## src/hw/rtl/fbpa_pkg.sv

```systemverilog
// Shared constants, codes and the chain token type of the fixed block pool allocator.
// No dependencies; used by fbpa_cell and fixed_block_pool_allocator.
package fbpa_pkg;

  localparam int MAX_BLOCKS = 256;
  localparam int IDX_W      = $clog2(MAX_BLOCKS);
  localparam int CNT_W      = IDX_W + 1;
  localparam int CELL_DEPTH = 32;
  localparam int CELL_AW    = $clog2(CELL_DEPTH);
  localparam int N_CELLS    = MAX_BLOCKS / CELL_DEPTH;
  localparam int CELL_ID_W  = IDX_W - CELL_AW;

  localparam logic REQ_ALLOC = 1'b0;
  localparam logic REQ_FREE  = 1'b1;

  localparam logic [1:0] ST_OK        = 2'd0;
  localparam logic [1:0] ST_EXHAUSTED = 2'd1;
  localparam logic [1:0] ST_RANGE     = 2'd2;

  // One link store access travelling down the row of cells.
  // data holds {link valid, link} for a write and picks up the entry on a read.
  typedef struct packed {
    logic             active;
    logic             wr;
    logic [IDX_W-1:0] addr;
    logic [IDX_W:0]   data;
  } tok_t;

endpackage

```

## src/hw/rtl/fixed_block_pool_allocator.sv

```systemverilog
// Fixed-size block pool allocator: free-list head, watermark and result logic.
// Instantiates the row of fbpa_cell link store cells; depends on fbpa_pkg.
//
// Each request gives one result on status/granted_index, marked by done, in the
// cycle after start is taken; the receiver cannot stall it. Frees, grants from
// the never-used range and exhausted or out-of-range requests do not raise
// busy. A grant that pops the freed list keeps busy high until the successor
// link has come back through the row of N_CELLS link cells (one cell per
// cycle) and has been loaded into the head.
// Writing block_count empties the freed list and restarts the watermark at zero;
// there is no clearing pass after reset.
module fixed_block_pool_allocator (
  input  logic                         clk,
  input  logic                         rst,
  input  logic                         start,
  output logic                         busy,
  input  logic                         req_type,
  input  logic [fbpa_pkg::IDX_W-1:0]   block_index,
  input  logic                         cfg_we,
  input  logic [fbpa_pkg::CNT_W-1:0]   cfg_data,
  output logic                         done,
  output logic [1:0]                   status,
  output logic [fbpa_pkg::IDX_W-1:0]   granted_index
);

  fbpa_pkg::tok_t chain [fbpa_pkg::N_CELLS+1];

  logic [fbpa_pkg::CNT_W-1:0] block_count;
  logic [fbpa_pkg::CNT_W-1:0] eff_cnt;
  logic [fbpa_pkg::CNT_W-1:0] watermark;
  logic [fbpa_pkg::IDX_W-1:0] list_head;
  logic                       list_nonempty;
  logic                       waiting;
  logic                       accept;
  logic                       pop;
  logic                       fresh;
  logic                       free_ok;
  logic                       link_back;

  assign busy    = waiting;
  assign accept  = start && !busy;
  assign eff_cnt = (block_count > fbpa_pkg::CNT_W'(fbpa_pkg::MAX_BLOCKS)) ?
                   fbpa_pkg::CNT_W'(fbpa_pkg::MAX_BLOCKS) : block_count;

  assign pop     = (req_type == fbpa_pkg::REQ_ALLOC) && list_nonempty;
  assign fresh   = (req_type == fbpa_pkg::REQ_ALLOC) && !list_nonempty &&
                   (watermark < eff_cnt);
  assign free_ok = (req_type == fbpa_pkg::REQ_FREE) && ({1'b0, block_index} < eff_cnt);

  // launch a link write on an in-range free, a link read on a pop
  always_comb begin
    chain[0].active = accept && (pop || free_ok);
    chain[0].wr     = (req_type == fbpa_pkg::REQ_FREE);
    chain[0].addr   = pop ? list_head : block_index;
    chain[0].data   = {list_nonempty, list_head};
  end

  for (genvar g = 0; g < fbpa_pkg::N_CELLS; g++) begin : g_cell
    fbpa_cell u_cell (
      .clk     (clk),
      .rst     (rst),
      .cell_id (fbpa_pkg::CELL_ID_W'(g)),
      .tok_in  (chain[g]),
      .tok_out (chain[g+1])
    );
  end

  assign link_back = chain[fbpa_pkg::N_CELLS].active && !chain[fbpa_pkg::N_CELLS].wr;

  always_ff @(posedge clk) begin
    if (rst) begin
      block_count   <= fbpa_pkg::CNT_W'(fbpa_pkg::MAX_BLOCKS);
      list_head     <= '0;
      list_nonempty <= 1'b0;
      watermark     <= '0;
      waiting       <= 1'b0;
      done          <= 1'b0;
    end else begin
      done <= accept;
      if (cfg_we) begin
        block_count   <= cfg_data;
        list_head     <= '0;
        list_nonempty <= 1'b0;
        watermark     <= '0;
      end else if (accept) begin
        if (free_ok) begin
          list_head     <= block_index;
          list_nonempty <= 1'b1;
        end
        if (fresh) begin
          watermark <= watermark + 1'b1;
        end
      end else if (link_back) begin
        list_head     <= chain[fbpa_pkg::N_CELLS].data[fbpa_pkg::IDX_W-1:0];
        list_nonempty <= chain[fbpa_pkg::N_CELLS].data[fbpa_pkg::IDX_W];
      end
      // hold off new requests until the popped head's successor returns
      if (accept && pop) begin
        waiting <= 1'b1;
      end else if (link_back) begin
        waiting <= 1'b0;
      end
    end
  end

  always_ff @(posedge clk) begin
    if (accept) begin
      if (pop) begin
        status        <= fbpa_pkg::ST_OK;
        granted_index <= list_head;
      end else if (fresh) begin
        status        <= fbpa_pkg::ST_OK;
        granted_index <= watermark[fbpa_pkg::IDX_W-1:0];
      end else if (req_type == fbpa_pkg::REQ_ALLOC) begin
        status        <= fbpa_pkg::ST_EXHAUSTED;
        granted_index <= '0;
      end else if (free_ok) begin
        status        <= fbpa_pkg::ST_OK;
        granted_index <= '0;
      end else begin
        status        <= fbpa_pkg::ST_RANGE;
        granted_index <= '0;
      end
    end
  end

endmodule

```

## src/hw/rtl/fbpa_cell.sv

```systemverilog
// One cell of the link store chain: owns CELL_DEPTH free-list links and passes
// the access token to its neighbor every cycle. Depends on fbpa_pkg.
module fbpa_cell (
  input  logic                           clk,
  input  logic                           rst,
  input  logic [fbpa_pkg::CELL_ID_W-1:0] cell_id,
  input  fbpa_pkg::tok_t                 tok_in,
  output fbpa_pkg::tok_t                 tok_out
);

  logic [fbpa_pkg::IDX_W:0]     entry [fbpa_pkg::CELL_DEPTH];
  logic                         hit;
  logic [fbpa_pkg::CELL_AW-1:0] slot;

  assign hit  = tok_in.active &&
                (tok_in.addr[fbpa_pkg::IDX_W-1 -: fbpa_pkg::CELL_ID_W] == cell_id);
  assign slot = tok_in.addr[fbpa_pkg::CELL_AW-1:0];

  always_ff @(posedge clk) begin
    if (hit && tok_in.wr) begin
      entry[slot] <= tok_in.data;
    end
  end

  always_ff @(posedge clk) begin
    tok_out.wr   <= tok_in.wr;
    tok_out.addr <= tok_in.addr;
    // pick up the link on a read that lands here, else pass the data along
    tok_out.data <= (hit && !tok_in.wr) ? entry[slot] : tok_in.data;
    if (rst) begin
      tok_out.active <= 1'b0;
    end else begin
      tok_out.active <= tok_in.active;
    end
  end

endmodule

```

## config.mk

```make
export PLATFORM = sky130hd
export DESIGN_NAME = fixed_block_pool_allocator
export DESIGN_NICKNAME = d
export VERILOG_FILES = /design/src/hw/rtl/fbpa_pkg.sv /design/src/hw/rtl/fixed_block_pool_allocator.sv /design/src/hw/rtl/fbpa_cell.sv
export SDC_FILE = /design/constraint.sdc
export NUM_CORES = 2
export LEC_CHECK = 0
export BUFFER_PORTS_ARGS = -buffer_cell sky130_fd_sc_hd__buf_2
export CAP_MARGIN = 20
export CORE_UTILIZATION = 30
export DETAILED_ROUTE_END_ITERATION = 8
export SKIP_CTS_REPAIR_TIMING = 1
export SLEW_MARGIN = 0
export SYNTH_ARGS = -nofsm -noshare
export SYNTH_HDL_FRONTEND = slang
export SYNTH_SLANG_ARGS = --single-unit
```

## constraint.sdc

```tcl
create_clock -name clk -period 3.77 [get_ports clk]
set_clock_uncertainty 0.05 [all_clocks]
set_input_delay 0.1885 -clock clk [delete_from_list [all_inputs] [get_ports clk]]
set_output_delay 0.1885 -clock clk [all_outputs]
set_load 0.01 [all_outputs]
```

; After elaboration in Yosys (flattened, before gate mapping)
; Memories as Yosys holds them, arrays and structs flattened. A register that Yosys moved wholly into a read port is not among the register bits.
; Index checks and enable logic that the tools add are counted.
; W data, S select, Z words.
[totals]
ff_bits = 183
ram_bits = 2304
inputBits = 22
out_inout_bits = 12
word_cells = 151
n_memories = 8
[classes]
addsub = 1
magnitude_cmp = 3
n_eq_ne = 8
n_mux = 38
n_bitwise = 1
reduce_logical = 52
[mem_list]
columns = memory, words, word_bits, rd, rd_ports_with_merged_regs, wr, line_no
row1 = g_cell[0].u_cell.entry, 32, 9, 1, 0, 1, fbpa_cell.sv:11  ; logic [fbpa_pkg::IDX_W:0] entry [fbpa_pkg::CELL_DEPTH];
row2 = g_cell[1].u_cell.entry, 32, 9, 1, 1, 1, fbpa_cell.sv:11
row3 = g_cell[2].u_cell.entry, 32, 9, 1, 1, 1, fbpa_cell.sv:11
row4 = g_cell[3].u_cell.entry, 32, 9, 1, 1, 1, fbpa_cell.sv:11
row5 = g_cell[4].u_cell.entry, 32, 9, 1, 1, 1, fbpa_cell.sv:11
row6 = g_cell[5].u_cell.entry, 32, 9, 1, 1, 1, fbpa_cell.sv:11
row7 = 2 more memories, --, --, --, --, --, --
[op_table]
columns = op, n
row1 = $mux W9, 9
row2 = $mux W8, 6
row3 = $logic_and A1 B1 Y1, 32
row4 = $mux W1, 22
row5 = $eq A3 B3 Y1 const B, 4
row6 = $logic_not A1 Y1, 11
row7 = $add A9 B1 Y9 const B, 1
row8 = $gt A9 B9 Y1 const B, 1
row9 = $lt A8 B9 Y1, 1
row10 = $lt A9 B9 Y1, 1
row11 = $eq A3 B2 Y1 const B, 2
row12 = $reduce_and A2 Y1, 2
row13 = $reduce_bool A2 Y1, 2
row14 = $reduce_or A2 Y1, 2
row15 = $eq A3 B1 Y1 const B, 1
row16 = $logic_not A3 Y1, 1
row17 = $reduce_or A3 Y1, 1
row18 = $mux W2, 1
row19 = $ne A2 B1 Y1 const B, 1
row20 = $logic_or A1 B1 Y1, 1
row21 = $not A1 Y1, 1

; Logic depth before layout (Yosys ltp)
[logic_depth]
word_depth = 10
mapped_depth = 12

; By module
; A second synthesis with hierarchy kept.
[unflattened]
hier_cells = 5325
hier_area_um2 = 97118.1
[modules_own_cells]
columns = module, n_inst, cells_each, area_each_um2
row1 = fbpa_cell, 8, 638, 11865.1
row2 = fixed_block_pool_allocator, 1, 221, 2197.1

; Worst setup path before layout
; OpenSTA, ideal clock, no wires.
[synth_timing]
path_type = register to register
startpoint = register list_nonempty
endpoint = memory g_cell[0].u_cell.entry[10][0] (netlist bit) (enable)
arrival_time_ns = 2.667
required_ns = 3.346
path_slack_ns = 0.678
stages_incl_launch_ff = 11
n_path_buf = 4
synth_period_minus_slack_ns = 3.092
path_cell_list = dfxtp_1 -> buf_2 -> nand2b_4 -> mux2i_4 -> inv_2 -> buf_6 -> buf_6 -> buf_2 -> nor3_1 -> nand2_1 -> nor2_1
[synth_rtl]
columns = element, line_no
row1 = start: declaration, fixed_block_pool_allocator.sv:32  ; logic list_nonempty;
row2 = start signal: assignment, fixed_block_pool_allocator.sv:95  ; list_nonempty <= chain[fbpa_pkg::N_CELLS].data[fbpa_pkg::IDX_W];
row3 = end: declaration, fbpa_cell.sv:11

; Worst setup path after layout
[layout_timing]
startpoint = register block_count[8] (netlist bit)
endpoint = memory g_cell[0].u_cell.entry[27][7] (netlist bit) (enable)
[layout_between]
elab_chain_cells = 10
[layout_lines]
columns = element, line_no
row1 = start: declaration, fixed_block_pool_allocator.sv:28  ; logic [fbpa_pkg::CNT_W-1:0] block_count;
row2 = start signal: assignment, fixed_block_pool_allocator.sv:72  ; block_count <= fbpa_pkg::CNT_W'(fbpa_pkg::MAX_BLOCKS);
row3 = start signal: assignment, fixed_block_pool_allocator.sv:81  ; block_count <= cfg_data;
row4 = $gt A9 B9 Y1, fixed_block_pool_allocator.sv:42  ; assign eff_cnt = (block_count > fbpa_pkg::CNT_W'(fbpa_pkg::MAX_BLOCKS)) ?
row5 = $mux W9 (*), fixed_block_pool_allocator.sv:42
row6 = $lt A8 B9 Y1 (*), fixed_block_pool_allocator.sv:48  ; assign free_ok = (req_type == fbpa_pkg::REQ_FREE) && ({1'b0, block_index} < eff_cnt);
row7 = $logic_and A1 B1 Y1 (*), fixed_block_pool_allocator.sv:48
row8 = $logic_or A1 B1 Y1 (*), fixed_block_pool_allocator.sv:52  ; chain[0].active = accept && (pop || free_ok);
row9 = $logic_and A1 B1 Y1 (*), fixed_block_pool_allocator.sv:52
row10 = $logic_and A1 B1 Y1 (*), fbpa_cell.sv:15  ; assign hit = tok_in.active &&
row11 = $logic_and A1 B1 Y1 (*), fbpa_cell.sv:20  ; if (hit && tok_in.wr) begin
row12 = $mux W1 (*), fbpa_cell.sv:20
row13 = $mux W1 (not written as such) (*), fbpa_cell.sv:21  ; entry[slot] <= tok_in.data;
; Every way passes the cells marked *; elsewhere a longest branch is shown, timed or not.

==> impl_metrics.yaml <==
final_layout:
  regArea_um2: 73000
  nFillCells: 28898
  multi_input_area_um2: 20760
  nNetsFinal: 5218
  layout-drive-gt1-share_pct: 27.67
  area_growth_pct: 17.09
placed_design:
  io_buffers: 33
  post-dp-hpwl_um: 128100
  place.gp.congestion: 0.8261
logic_synthesis:
  synth_enable_flop_cells: 2314
  netlist_instances: 4672
  synth_nets: 4710
  synth-main-ff-cell: "edfxtp_1"
  netlist_area_um2: 94900
  syn_area_per_cell_um2: 20.31
  ys_seq_elements: 2487
  ys_seq_area_share_pct: 76.87
  synth.lib_cells_used.distinct: 67
  yosysWarnings: 0
  postSynth.asyncResetShare_pct: 0
clock_network:
  clockBufferDepth: 4
  cts.sinks: 2487
  clock_latency_ns: 0.88
  cts_tree: "done"
  cts_buffers: 227
  htree_num_levels: 4
  clk_pin_slew_worst_paths_ns: 0.07
  cts-root-buf: "clkbuf_16"
route:
  ant_nets: 0
  post-route-drc-count: 0
  wl_per_cell_um: 22.07
  vias: 46548
  viasPerCell: 4.882
  wirelength_um: 210400
  drtPass1Iterations: 5
  drtIter0Drc: 4269
setup_path:
  critPathLaunchType: "flop"
  worstSetupEndpoint: "g_cell[0].u_cell.entry[27][7]"
  slowest_delay_ns: 0.37
  cp.required_ns: 4.32
  r2r_cells: 11
  critPathArrivalTime_ns: 3.94
  cp-startpoint: "block_count[8]"
  rrSetupSlack_ns: 0.38
  path_max_fanout: 11
  crit_type: "reg2reg"
  r2r_start: "block_count[8]"
  crit_top_cell: "nand2_1"
  slowest_stage: "nand2_1"
  r2r_end: "g_cell[0].u_cell.entry[27][7]"
  end_kind: "flop"
  timing.critical_path.cells: "inv_1 > nand2_1 > ha_1 > a21oi_1 > o21ai_0 > a31oi_1 > o2111ai_1 > nor3_1 > nand2_1 > nor2_1 > buf_4"
outcome:
  status: "finished clean"
sta:
  timing.final.crit_share_pct: 89.95
  timing_hold_violations_final: 0
  hold_ws_ns: 0.09545
  clock.fmax_mhz: 294.9
  setup_viol: 0
  worst_slew_pin_slew_ns: 1.147
  slew_headroom_pct: 23.42
  fin_crit_ns: 3.391
  drv_slew: 0
  rsz0062_at_grt: "no"
  fin_setup_tns_ns: 0
pwr:
  power_switching_mw: 11.75
  power_density_nw_per_um2: 505.7
  p_int_mw: 44.45
  comb_power_share_pct: 4.2
  power_mw: 56.20
  switching_share_pct: 20.91
  vdd_drop_max_uv: 415.3
  p_seq_share_pct: 54.3
  leakage_nw: 36.50
  p_clk_share_pct: 41.5
die:
  row_count: 206
  die_width_um: 564.4
  ioPinCount: 34
  initial_core_util_pct: 30.16
  placeableCoreArea_um2: 314700
  die_area_um2: 318600
  die_h_um: 564.4
min_path:
  hold_path_class: "in2reg"
  min_from: "req_type"
grt:
  grt_pass1_vias: 47479
  antenna_found_initial: 3
  grt_first_pass_wirelength_um: 315300
  grt_max_degree: 67
  gr-total-overflow: 0
  grt_util_all_layers_pct: 12.98
flow_run:
  cap_viol_max_count: 0
-- registers in the layout, indices dropped and copies added, names as in the netlist --
register,cells
list_head,8
block_count,9
status,2
g_cell.u_cell.entry,2304
g_cell.u_cell.tok_out,144
done,1
list_nonempty,1
watermark,9
busy,1
granted_index,8
-- critical path: cells and delay by family (launching register included) --
family / cells / cell delay (ns)
compound gates: 4 / 0.78
buf+inv: 2 / 0.48
simple gates: 4 / 1.16
flops: 1 / 0.32
fa+ha+maj: 1 / 0.31
-- synthesized netlist by cell type (8+ instances only) --
| cell type | number | area, um^2 |
|---|---|---|
| edfxtp_1 | 2314 | 69490 |
| mux4_2 | 571 | 12860 |
| nor2_1 | 363 | 1363 |
| dfxtp_1 | 173 | 3463 |
| nand2_1 | 150 | 563.0 |
| clkbuf_1 | 131 | 491.7 |
| a21oi_1 | 116 | 580.6 |
| mux2i_1 | 90 | 900.9 |
| buf_2 | 67 | 335.3 |
| nor2b_1 | 51 | 319.1 |
| nand3_1 | 50 | 250.2 |
| a22oi_1 | 47 | 352.8 |
| inv_1 | 44 | 165.2 |
| nor3_1 | 43 | 215.2 |
| buf_1 | 41 | 153.9 |
| mux2_2 | 34 | 382.9 |
| a221oi_1 | 30 | 262.8 |
| o21ai_0 | 29 | 145.1 |
| nand2b_1 | 28 | 175.2 |
| a31oi_1 | 25 | 156.4 |
| nand4_1 | 22 | 137.6 |
| a22o_1 | 18 | 157.7 |
| ha_1 | 16 | 200.2 |
| or3_1 | 16 | 100.1 |
| a21o_1 | 15 | 112.6 |
| a211oi_1 | 13 | 97.59 |
| a32oi_1 | 12 | 105.1 |
| and3_1 | 12 | 75.07 |
| o221ai_1 | 12 | 105.1 |
| nand3b_1 | 11 | 82.58 |
| o22a_1 | 10 | 87.58 |
| or2_2 | 10 | 62.56 |
| and2_1 | 9 | 56.30 |
| o2111a_1 | 8 | 90.09 |
-- final cells by class --
class / instances / area share (%)
flip-flops and latches: 2487 / 65.70
multi-input cells: 1893 / 18.68
clock buffers: 306 / 5.654
well taps: 4160 / 4.684
repair buffers: 522 / 4.012
clock inverters: 114 / 1.099
inverters: 49 / 0.1689
diodes: 3 / 0.006756
-- power by group through the flow --
| stage | Sequential [mW] | Clock (mW) | Combinational [mW] |
|---|---|---|---|
| finish | 30.5 | 23.3 | 2.36 |
| global route | 30.6 | 24.7 | 2.51 |
| CTS | 30.6 | 23.8 | 2.26 |
| detailed placement | 31.2 | 0 | 2.25 |
| global placement | 31.2 | 0 | 2.16 |
| floorplan | 31.0 | 0 | 1.51 |
-- layout by cell type (no fill, tap or decap), types with 11 or more instances in the layout --
cell           count
a211oi_1          13
a21o_1            15
a21oi_1          116
a221oi_1          30
a22o_1            18
a22oi_1           47
a31oi_1           25
a32oi_1           12
and3_1            12
buf_16            17
buf_2             33
buf_4            415
bufinv_16         22
clkbuf_1          53
clkbuf_16        231
clkbuf_8          23
clkinv_1          18
clkinv_2          47
dfxtp_1          159
dfxtp_4           14
dlygate4sd3_1     39
edfxtp_1        2314
ha_1              16
inv_1             44
mux2_2            34
mux2i_1           90
mux4_2           571
nand2_1          149
nand2b_1          28
nand3_1           50
nand3b_1          11
nand4_1           22
nor2_1           362
nor2b_1           51
nor3_1            43
o21ai_0           29
o221ai_1          12
or3_1             16
-- metal layers --
layer	GRT usage [%]	vias to the layer above	part of all wire (%)	wire length (um)
met1	18.12	24643	43	91260
met3	1.719	303	5.7	11890
li1	-	20189	-	-
met4	3.233	0	2.1	4477
met5	0	-	0	0
met2	21.42	1413	49	102800
-- worst min path at each step --
stage                     cells past startpoint                           end  slack (ns)
after floorplan                               0  g_cell[0].u_cell.tok_out[17]        0.17
after global placement                        0  g_cell[1].u_cell.tok_out[14]        0.28
after detailed placement                      0  g_cell[3].u_cell.tok_out[16]        0.28
after CTS                                     3                block_count[8]       -0.56
after global routing                          2  g_cell[0].u_cell.tok_out[17]        0.09
final                                         2  g_cell[0].u_cell.tok_out[17]         0.1
-- through the flow --
| stage | util [%] | std cells | instance area, um^2 | setup slack [ns] |
|---|---|---|---|---|
| 6_report | 35.31 | 9534 | 111100 | 0.3787 |
| 5_1_grt | 35.31 | 9532 | 111100 | 0.06406 |
| 4_1_cts | 35.08 | 9477 | 110400 | 0.2970 |
| 3_5_place_dp | 32.69 | 9057 | 102900 | 0.3236 |
| 3_3_place_gp | 32.61 | 9046 | 102600 | 0.3056 |
| 2_1_floorplan | - | 4672 | 94900 | 0.6785 |
-- kinds of logic (layout without fill, tap and decap cells) --
group                    after synthesis  in the layout  synth area share, %
flip-flops                          2487           2487                76.87
AND/OR/NAND/NOR                      791            791                3.818
multiplexers                         696            696                14.93
AO/OA/AOI/OAI                        387            387                2.876
buffers and inverters                292            991                1.271
adder cells (fa/ha/maj)               16             16               0.2109
XOR/XNOR                               3              3              0.02769
other                                  0              3                    0
Note: power is estimated with default switching activity, not from simulation.
